--- config.mk ---
export PLATFORM = sky130hd
export DESIGN_NAME = calendar_day_difference
export DESIGN_NICKNAME = d
export VERILOG_FILES = /design/src/rtl/cdd_pkg.sv /design/src/rtl/calendar_day_difference.sv /design/src/rtl/cdd_day_number.sv
export SDC_FILE = /design/constraint.sdc
export NUM_CORES = 2
export LEC_CHECK = 0
export ABC_AREA = 1
export BUFFER_PORTS_ARGS = -buffer_cell sky130_fd_sc_hd__buf_4
export CORE_MARGIN = 3
export CORE_UTILIZATION = 40
export DETAILED_ROUTE_END_ITERATION = 10
export SYNTH_ARGS = -nofsm -noshare
export SYNTH_HDL_FRONTEND = slang
export SYNTH_HIERARCHICAL = 1
export SYNTH_SLANG_ARGS = --single-unit
--- constraint.sdc ---
create_clock -name clk -period 10.15 [get_ports clk]
set_input_delay 1.015 -clock clk [delete_from_list [all_inputs] [get_ports clk]]
set_output_delay 1.015 -clock clk [all_outputs]
set_load 0.01 [all_outputs]
--- src/rtl/cdd_pkg.sv ---
// Package for the calendar day difference block: field widths, order codes,
// reciprocal constants for the divide-by-100 steps and the month table.
// No dependencies; every other file in rtl/ uses it by scoped names.
package cdd_pkg;

  localparam int DAY_W   = 5;
  localparam int MONTH_W = 4;
  localparam int YEAR_W  = 12;
  localparam int DIST_W  = 21;
  localparam int CODE_W  = 2;

  localparam int unsigned MAX_YEAR_DEF = 4095;

  // floor(x / 100) = (x * RECIP100) >> RECIP_SHIFT, exact for x below 8192
  localparam int RECIP_X_W   = 13;
  localparam int RECIP_SHIFT = 19;
  localparam int PROD_W      = 26;
  localparam int QUOT_W      = PROD_W - RECIP_SHIFT;
  localparam logic [RECIP_X_W-1:0] RECIP100 = 13'd5243;

  localparam logic [8:0] DAYS_PER_YEAR = 9'd365;
  localparam int DBM_W = 9;

  typedef enum logic [CODE_W-1:0] {
    ORD_EQUAL   = 2'd0,
    ORD_LATER   = 2'd1,
    ORD_EARLIER = 2'd2
  } order_t;

  // load strobes for the three day-number stages
  typedef struct packed {
    logic s2;
    logic s3;
    logic s4;
  } stage_en_t;

  // days of the months before month m, leap day not counted
  function automatic logic [DBM_W-1:0] days_before(input logic [MONTH_W-1:0] m);
    logic [DBM_W-1:0] r;
    case (m)
      4'd0:    r = 9'd0;
      4'd1:    r = 9'd0;
      4'd2:    r = 9'd31;
      4'd3:    r = 9'd59;
      4'd4:    r = 9'd90;
      4'd5:    r = 9'd120;
      4'd6:    r = 9'd151;
      4'd7:    r = 9'd181;
      4'd8:    r = 9'd212;
      4'd9:    r = 9'd243;
      4'd10:   r = 9'd273;
      4'd11:   r = 9'd304;
      4'd12:   r = 9'd334;
      default: r = 9'd365;
    endcase
    return r;
  endfunction

endpackage

--- src/rtl/calendar_day_difference.sv ---
// Top level of the calendar day difference block: input stage, two
// day-number pipelines (cdd_day_number), difference and output stage.
// Depends on cdd_pkg and cdd_day_number.
//
//  channel | handshake           | payload
//  --------+---------------------+----------------------------------------
//  in      | in_valid / in_ready | first_/second_ day, month, year
//  out     | out_valid/out_ready | day_distance, order_code
//
// One date pair enters per cycle while no stall on out_ready holds the pipeline; a
// result passes through the stages in order (clamp/compare, products, year sums,
// day number, abs diff): a five-stage pipeline, each stage holding one beat.
// Reset (rst, synchronous) clears the stage valid bits only.
// A stall on out_ready fills empty stages first; in_ready drops only when
// every stage holds a beat, so nothing is dropped or repeated.
module calendar_day_difference #(
  parameter int unsigned MAX_YEAR = cdd_pkg::MAX_YEAR_DEF
) (
  input  logic                         clk,
  input  logic                         rst,
  input  logic                         in_valid,
  output logic                         in_ready,
  input  logic [cdd_pkg::DAY_W-1:0]    first_day,
  input  logic [cdd_pkg::MONTH_W-1:0]  first_month,
  input  logic [cdd_pkg::YEAR_W-1:0]   first_year,
  input  logic [cdd_pkg::DAY_W-1:0]    second_day,
  input  logic [cdd_pkg::MONTH_W-1:0]  second_month,
  input  logic [cdd_pkg::YEAR_W-1:0]   second_year,
  output logic                         out_valid,
  input  logic                         out_ready,
  output logic [cdd_pkg::DIST_W-1:0]   day_distance,
  output logic [cdd_pkg::CODE_W-1:0]   order_code
);

  localparam int YW = cdd_pkg::YEAR_W;
  localparam int NW = cdd_pkg::DIST_W;

  // stage valid bits; stage 5 is the output register
  logic v1, v2, v3, v4;
  logic en1, en2, en3, en4, en5;
  cdd_pkg::stage_en_t en_dn;

  // a stage loads when it is empty or its holder moves on
  assign en5      = !out_valid || out_ready;
  assign en4      = !v4 || en5;
  assign en3      = !v3 || en4;
  assign en2      = !v2 || en3;
  assign en1      = !v1 || en2;
  assign in_ready = en1;
  assign en_dn    = '{s2: en2, s3: en3, s4: en4};

  always_ff @(posedge clk) begin
    if (rst) begin
      v1        <= 1'b0;
      v2        <= 1'b0;
      v3        <= 1'b0;
      v4        <= 1'b0;
      out_valid <= 1'b0;
    end else begin
      if (en1) v1 <= in_valid;
      if (en2) v2 <= v1;
      if (en3) v3 <= v2;
      if (en4) v4 <= v3;
      if (en5) out_valid <= v4;
    end
  end

  // stage 1: saturate the years, compare fields year, month, day
  logic [YW-1:0] y1_clamp;
  logic [YW-1:0] y2_clamp;
  cdd_pkg::order_t code_next;

  assign y1_clamp = (32'(first_year) > MAX_YEAR) ? YW'(MAX_YEAR) : first_year;
  assign y2_clamp = (32'(second_year) > MAX_YEAR) ? YW'(MAX_YEAR) : second_year;

  always_comb begin
    if (y1_clamp != y2_clamp) begin
      code_next = (y1_clamp > y2_clamp) ? cdd_pkg::ORD_LATER : cdd_pkg::ORD_EARLIER;
    end else if (first_month != second_month) begin
      code_next = (first_month > second_month) ? cdd_pkg::ORD_LATER
                                               : cdd_pkg::ORD_EARLIER;
    end else if (first_day != second_day) begin
      code_next = (first_day > second_day) ? cdd_pkg::ORD_LATER : cdd_pkg::ORD_EARLIER;
    end else begin
      code_next = cdd_pkg::ORD_EQUAL;
    end
  end

  logic [cdd_pkg::DAY_W-1:0]   d1_s1, d2_s1;
  logic [cdd_pkg::MONTH_W-1:0] m1_s1, m2_s1;
  logic [YW-1:0]               y1_s1, y2_s1;
  cdd_pkg::order_t             code1, code2, code3, code4;

  always_ff @(posedge clk) begin
    if (en1) begin
      d1_s1 <= first_day;
      m1_s1 <= first_month;
      y1_s1 <= y1_clamp;
      d2_s1 <= second_day;
      m2_s1 <= second_month;
      y2_s1 <= y2_clamp;
      code1 <= code_next;
    end
    // carry the order code alongside the day-number stages
    if (en2) code2 <= code1;
    if (en3) code3 <= code2;
    if (en4) code4 <= code3;
  end

  // stages 2 to 4: day numbers of both dates
  logic [NW-1:0] num1;
  logic [NW-1:0] num2;

  cdd_day_number u_dn_first (
    .clk     (clk),
    .en      (en_dn),
    .year    (y1_s1),
    .month   (m1_s1),
    .day     (d1_s1),
    .day_num (num1)
  );

  cdd_day_number u_dn_second (
    .clk     (clk),
    .en      (en_dn),
    .year    (y2_s1),
    .month   (m2_s1),
    .day     (d2_s1),
    .day_num (num2)
  );

  // stage 5: absolute difference into the output register
  always_ff @(posedge clk) begin
    if (en5) begin
      day_distance <= (num1 >= num2) ? (num1 - num2) : (num2 - num1);
      order_code   <= code4;
    end
  end

  // equal fields give equal day numbers
  a_equal_zero: assert property (@(posedge clk) disable iff (rst)
    out_valid && (order_code == cdd_pkg::ORD_EQUAL) |-> (day_distance == '0))
    else $error("equal dates with nonzero distance");

  // input stalls only when every stage holds a beat
  a_full_stall: assert property (@(posedge clk) disable iff (rst)
    !in_ready |-> (v1 && v2 && v3 && v4 && out_valid))
    else $error("input stalled with an empty stage");

  // an accepted beat lands in stage 1
  a_accept_s1: assert property (@(posedge clk) disable iff (rst)
    in_valid && in_ready |=> v1)
    else $error("accepted beat lost at stage 1");

  // reset empties the output
  a_reset_out: assert property (@(posedge clk)
    rst |=> !out_valid)
    else $error("output valid after reset");

endmodule

--- src/rtl/cdd_day_number.sv ---
// Three-stage day number unit: days from year 0 to the given date.
// Depends on cdd_pkg; instantiated twice by calendar_day_difference.
module cdd_day_number (
  input  logic                         clk,
  input  cdd_pkg::stage_en_t           en,
  input  logic [cdd_pkg::YEAR_W-1:0]   year,
  input  logic [cdd_pkg::MONTH_W-1:0]  month,
  input  logic [cdd_pkg::DAY_W-1:0]    day,
  output logic [cdd_pkg::DIST_W-1:0]   day_num
);

  localparam int YW = cdd_pkg::YEAR_W;
  localparam int XW = cdd_pkg::RECIP_X_W;
  localparam int PW = cdd_pkg::PROD_W;
  localparam int QW = cdd_pkg::QUOT_W;
  localparam int NW = cdd_pkg::DIST_W;
  localparam int EW = cdd_pkg::DBM_W;

  // stage 2: products
  logic [YW-1:0]                 year2;
  logic [cdd_pkg::MONTH_W-1:0]   month2;
  logic [cdd_pkg::DAY_W-1:0]     day2;
  logic [NW-1:0]                 y365;
  logic [PW-1:0]                 p100;
  logic [PW-1:0]                 p400;
  logic [PW-1:0]                 pfl;

  logic [XW-1:0] x100;
  logic [XW-1:0] x400;

  assign x100 = XW'(year) + XW'(99);
  assign x400 = XW'((XW'(year) + XW'(399)) >> 2);

  always_ff @(posedge clk) begin
    if (en.s2) begin
      year2  <= year;
      month2 <= month;
      day2   <= day;
      y365   <= NW'(year * cdd_pkg::DAYS_PER_YEAR);
      p100   <= PW'(x100 * cdd_pkg::RECIP100);
      p400   <= PW'(x400 * cdd_pkg::RECIP100);
      pfl    <= PW'(XW'(year) * cdd_pkg::RECIP100);
    end
  end

  // stage 3: whole years and the in-year part
  logic [NW-1:0] years_days;
  logic [EW-1:0] extra;

  logic [QW-1:0]   q100;
  logic [QW-1:0]   q400;
  logic [QW-1:0]   cent;
  logic [YW-2:0]   q4;
  logic [QW+6:0]   cent_x100;
  logic            leap;
  logic            leap_add;

  assign q100      = p100[PW-1:cdd_pkg::RECIP_SHIFT];
  assign q400      = p400[PW-1:cdd_pkg::RECIP_SHIFT];
  assign cent      = pfl[PW-1:cdd_pkg::RECIP_SHIFT];
  assign q4        = (YW-1)'((XW'(year2) + XW'(3)) >> 2);
  assign cent_x100 = (QW+7)'(cent * 7'd100);
  assign leap      = (year2[1:0] == 2'b00) &&
                     ((cent_x100 != (QW+7)'(year2)) || (cent[1:0] == 2'b00));
  assign leap_add  = leap && (month2 >= 4'd3);

  always_ff @(posedge clk) begin
    if (en.s3) begin
      years_days <= y365 + NW'(q4) - NW'(q100) + NW'(q400);
      extra      <= cdd_pkg::days_before(month2) + EW'(leap_add) + EW'(day2);
    end
  end

  // stage 4: day number
  always_ff @(posedge clk) begin
    if (en.s4) begin
      day_num <= years_days + NW'(extra);
    end
  end

endmodule
-- Word-level counts from Yosys, hierarchy flattened
Memories as Yosys holds them, arrays and structs flattened. A register that Yosys moved wholly into a read port is not among the register bits.
Cells that the tools add are included.
- flip-flop bits (word level): 418
- memory bits (read-only): 288
- output and inout bits: 25
- logic and storage cells: 111
- memories: 2
- $add $sub $neg: 20
- $mul: 10
- order comparisons: 6
- eq/ne operators: 5
- multiplexer cells: 11
- reductions and logical operators: 20
- memories (memory ; depth ; width ; read ports ; clocked after memory_dff ; wr ports ; RTL line ; source):
    (name not given) ; 16 ; 9 ; 1 ; 1 ; 0 ; cdd_pkg.sv:40 ; case (m)
    (name not given) ; 16 ; 9 ; 1 ; 1 ; 0 ; cdd_pkg.sv:40 ;
- operators by type and width (cell ; number):
    13-bit by 13-bit multiplier with 26-bit output (second input constant) ; 2
    12-bit by 13-bit multiplier with 25-bit output (second input constant) ; 2
    11-bit by 13-bit multiplier with 24-bit output (second input constant) ; 2
    21-bit by 11-bit adder with 21-bit output ; 2
    21-bit by 7-bit adder with 21-bit output ; 2
    21-bit by 9-bit adder with 21-bit output ; 2
    12-bit by 9-bit multiplier with 21-bit output (second input constant) ; 2
    21-bit subtractor ; 2
    21-bit by 7-bit subtractor with 21-bit output ; 2
    14-bit by 12-bit inequality test with 1-bit output ; 2
    12-bit by 2-bit adder with 13-bit output (second input constant) ; 2
    12-bit by 7-bit adder with 13-bit output (second input constant) ; 2
    12-bit by 9-bit adder with 13-bit output (second input constant) ; 2
    6-bit by 5-bit multiplier with 11-bit output (second input constant) ; 2
    21-bit >= comparator ; 1
    21-bit 2-to-1 mux ; 1
    9-bit by 1-bit adder with 9-bit output ; 2
    9-bit by 5-bit adder with 9-bit output ; 2
    9-bit 2-to-1 mux ; 2
    12-bit greater-than comparator ; 1
    2-bit 2-to-1 mux ; 6
    12-bit inequality test ; 1
    4-bit by 2-bit >= comparator with 1-bit output (second input constant) ; 2
    2-bit zero test ; 4
    8 further kinds ; 22

-- Logic depth before layout (Yosys ltp)
- depth after elaboration: 7
- gate-level depth with buffers: 29

-- Hierarchy
Netlist, hierarchy kept.
- modules (own cells, without submodules) (module ; instances ; cells an instance ; area an instance (µm²) ; sequential area each (µm²)):
    cdd_day_number at u_dn_second ; 1 ; 2198 ; 18973.2 ; 3453.3
    cdd_day_number at u_dn_first ; 1 ; 2206 ; 18969.4 ; 3453.3
    calendar_day_difference ; 1 ; 805 ; 5985.7 ; 2292.2

-- Least setup slack after synthesis
OpenSTA, ideal clock, no wires.
- kind: input to register
- from: input port out_ready
- to: register with a tool-made name
- library setup time: 155 ps
- arrival: 7652 ps
- path slack: 2344 ps
- stages on the path: 11
- path buffers: 0
- path through: nor2_1 > inv_1 > nor2_1 > nand2_1 > nor2_1 > inv_1 > o21ai_0 > ha_1 > o21ai_0 > o21bai_1 > o221ai_1
- RTL lines (what ; RTL line ; source):
    start: declaration ; calendar_day_difference.sv:30 ; input logic out_ready,

-- Final worst setup path
- from: register y1_s1[1]
- to: register u_dn_first.p400[23], data pin
- cells in the longest elaborated chain, start to end: 2
- ends and longest elaborated chain (what ; RTL line ; source):
    start: declaration ; calendar_day_difference.sv:91 ; logic [YW-1:0] y1_s1, y2_s1;
    start signal: assignment ; calendar_day_difference.sv:98 ; y1_s1 <= y1_clamp;
    12-bit by 9-bit adder with 13-bit output ; cdd_day_number.sv:32 ; assign x400 = XW'((XW'(year) + XW'(399)) >> 2);
    11-bit by 13-bit multiplier with 24-bit output ; cdd_day_number.sv:41 ; p400 <= PW'(x400 * cdd_pkg::RECIP100);
    end signal: assignment ; cdd_day_number.sv:41 ;
    end: declaration ; cdd_day_number.sv:25 ; logic [PW-1:0] p400;
Every way passes these cells.
A chain may end at the register's enable or synchronous reset.

==> summary.md <==
| Metric | Value |
|---|---|
| First-pass GRT wire length | `173 mm` |
| Syn Area/Cell | `8.43 um2` |
| Hold buffer count at cts | `0` |
| Post-Route Setup TNS | `0 ns` |
| Largest clock skew in the final design | `0.0235 ns` |
| Tightest slew margin relative to the limit | `26.4%` |
| Post-synthesis mux area share | `0%` |
| Die Height | `337 um` |
| Root buf cell | `sky130_fd_sc_hd__clkbuf_16` |
| Origin of the worst setup path | `y1_s1[1]` |
| Post-route non-filler standard cell count | `6,751` |
| Tightest Pin Transition | `1.10 ns` |
| Part of the Yosys area used for sequential elements | `20.9%` |
| Deepest level of the CTS H-tree | `2` |
| Worst Min Path Start | `code1[0]` |
| Layout cell share with drive strength beyond 1 | `4.15%` |
| Leading cell type in the layout, fill and taps excluded | `sky130_fd_sc_hd__inv_1` |
| RePlAce Congestion | `0.928` |
| Crit path buf inv count | `2` |
| Final Max Slew Viols | `0` |
| Critical path cell sequence | `inv_1, ha_1, inv_1, nor3_2, nor2_1, a21oi_1, nand2_1, nand2_1, xor2_1, fa_1, fa_1, fa_1, fa_1, fa_1, ha_1, a21oi_1, a21boi_0, o21ai_0, nand2_1, nand3_1, nand2_1, nand2_1` |
| Req. time, crit path | `10.49 ns` |
| Pre-CTS setup slack | `3.75 ns` |
| Beginning of the worst register-to-register path | `y1_s1[1]` |
| Critical Path Fanout Max | `12` |
| Final cycle utilization of the critical path | `63.8%` |
| Final HPWL DP | `90.2 mm` |
| TritonCTS clock tree | `yes` |
| Number of DRC violations after detailed routing | `0` |
| Worst-path clk slew | `0.07 ns` |
| Initial Utilization | `40.7%` |
| Unrepaired setup endpoints after global routing | `no` |
| Placement row count | `120` |
| Average via count per standard cell | `4.92` |
| Insertion delay to the later sink of the worst-skew pair | `0.60 ns` |
| Status | `finished clean` |
| Buffer levels on the longest clock path | `3` |
| Total CTS buffers | `42` |
| GRT Total Usage | `18.8%` |
| Capturing element type of the critical path | `register` |
| Antenna violations before repair | `1` |
| Vias after detailed routing | `33,200` |
| Cell with the largest stage delay on the worst path | `sky130_fd_sc_hd__edfxtp_1` |
| Number of enable flip-flop cells after synthesis | `291` |
| Share of flip-flops with an asynchronous set or reset after synthesis | `0%` |
| Yosys Warn Count | `6` |
| Largest net degree at the start of global routing | `74` |
| Area fraction in compound gates after synthesis | `6.90%` |
| Core ar. | `0.108 mm2` |
| Summed instance area of the synthesized netlist | `0.0439 mm2` |
| Cells resized by post-CTS repair | `0` |
| Total of flip-flops plus latches after synthesis | `314` |
| Post-synthesis instance total | `5,209` |
| Placed cell count | `6,673` |
| Initial drt markers | `1,665` |
| Fillcell total | `10,664` |
| Die ar. | `0.114 mm2` |
| Core Util, Final | `44.0%` |
| Quantity of I/O buffers inserted on ports | `70` |
| Number of hold violations in the final report | `0` |
| Buffer count from post-CTS setup fixing | `0` |
| Layout area overhead | `8.17%` |
| Overall overflow remaining after global route | `0` |
| Fraction of synthesized cell area in xor and xnor cells | `3.64%` |
| IO Pins | `71` |
| Critical Path AT | `6.82 ns` |
| Crit path time final | `6.47 ns` |
| Worst-case setup margin in the final layout | `3.68 ns` |
| Crit Path Category | `register to register` |
| Number of nets in the final layout | `6,572` |
| Post-synthesis share of cell area spent on and, or, nand and nor gates | `16.6%` |
| Type of the worst min-delay path | `register to register` |
| Maximum operating frequency | `0.154 GHz` |
| Via count of the first global-routing pass | `33,660` |
| Detailed-route wire length per cell | `15.6 um` |
| Top delay family on crit path | `adder cells` |
| Setup violation total in the final timing report | `0` |
| Adder and majority cell fraction of the synthesized area | `41.2%` |
| First-pass DRT Iterations | `5` |
| Max stage delay on crit path | `0.70 ns` |
| Most common flop cell mapped by yosys | `sky130_fd_sc_hd__edfxtp_1` |
| CP Launch Type | `register` |
| Total nets after synthesis | `6,467` |
| Clock net sink count | `314` |
| Width of the die | `337 um` |
| Most frequent cells in the layout | `sky130_fd_sc_hd__inv_1, sky130_fd_sc_hd__nand2_1, sky130_fd_sc_hd__ha_1, sky130_fd_sc_hd__fa_1, sky130_fd_sc_hd__edfxtp_1` |
| Main combinational cell family by area after synthesis | `adder cells` |
| Routed wire length | `105 mm` |
| Number of distinct standard cells referenced by the synthesized netlist | `58` |
| Number of routed nets with antenna violations | `0` |
| Count of maximum capacitance violations | `0` |
-- logic make-up after synthesis --
family / Yosys count
buffers and inverters: 1243
and+or+nand+nor: 1727
AOI/OAI and AO/OA: 533
adders and majority gates: 1212
DFF: 314
xor gates and xnor gates: 180
-- cell type report --
type / count / area [um2] / area share (%)
multi-input combinational: 3652 / 30000 / 63.2
sequential: 314 / 9200 / 19.4
inverter: 1227 / 4610 / 9.71
tap: 1403 / 1760 / 3.69
clock buffer: 45 / 1060 / 2.24
timing repair buffer: 77 / 578 / 1.22
clock inverter: 32 / 284 / 0.598
antenna: 1 / 2.50 / 0.00527
-- metal layers --
metal	global-route usage [%]	up-vias	wire (um)
met3	2.18	116	4640
met1	26.7	15661	51400
li1	-	16823	-
met5	0	-	0
met2	31.0	600	47300
met4	3.72	0	1800
-- stage by stage --
step / instance area (um2) / hold WS (ns)
after floorplan: 43900 / 0.400
after global placement: 46200 / 0.401
after detailed placement: 46200 / 0.405
after CTS: 47500 / 0.419
after global routing: 47500 / 0.422
final: 47500 / 0.417
-- cells in the mapped netlist (all sizes together) (12+ instances only) --
| cell type | n | area share (%) |
|---|---|---|
| o21ai | 172 | 2.1 |
| ha | 822 | 23 |
| nor2 | 300 | 2.7 |
| or2 | 17 | 0.24 |
| xor2 | 136 | 2.7 |
| o211ai | 12 | 0.22 |
| edfxtp | 291 | 20 |
| dfxtp | 23 | 1.0 |
| nand3 | 214 | 2.5 |
| a21o | 31 | 0.53 |
| nor3 | 45 | 0.60 |
| nand4 | 87 | 1.3 |
| xnor2 | 43 | 0.86 |
| nand2 | 1047 | 9.0 |
| a21boi | 12 | 0.22 |
| fa | 390 | 18 |
| o21a | 14 | 0.24 |
| a21oi | 252 | 2.9 |
| o21bai | 22 | 0.40 |
| buf | 13 | 0.20 |
| inv | 1227 | 10 |
-- sequential cells by signal (all words and copies together), names as in the netlist, 6 cells and up, named ones only --
register / flops
day_distance: 21
u_dn_first/day_num: 21
u_dn_first/years_days: 21
u_dn_second/day_num: 21
u_dn_second/years_days: 21
u_dn_first/y365: 19
u_dn_second/y365: 19
u_dn_first/year2: 12
u_dn_second/year2: 12
y1_s1: 12
y2_s1: 12
u_dn_first/extra: 9
u_dn_second/extra: 9
u_dn_first/p100: 7
u_dn_second/p100: 7
u_dn_first/pfl: 6
u_dn_second/pfl: 6
-- path summary, 6_finish.rpt --
| check | endpoint | slack [ns] | cells after the start |
|---|---|---|---|
| worst max-delay path | u_dn_first/p400[23] | 3.68 | 22 |
| worst min-delay path | code2[0] | 0.42 | 0 |
| worst min register to register | code2[0] | 0.42 | 0 |
| worst max register to register | u_dn_first/p400[23] | 3.68 | 22 |
Power is not shown: default switching activity piles up to over one toggle a cycle in this logic, so the estimate is an artifact.
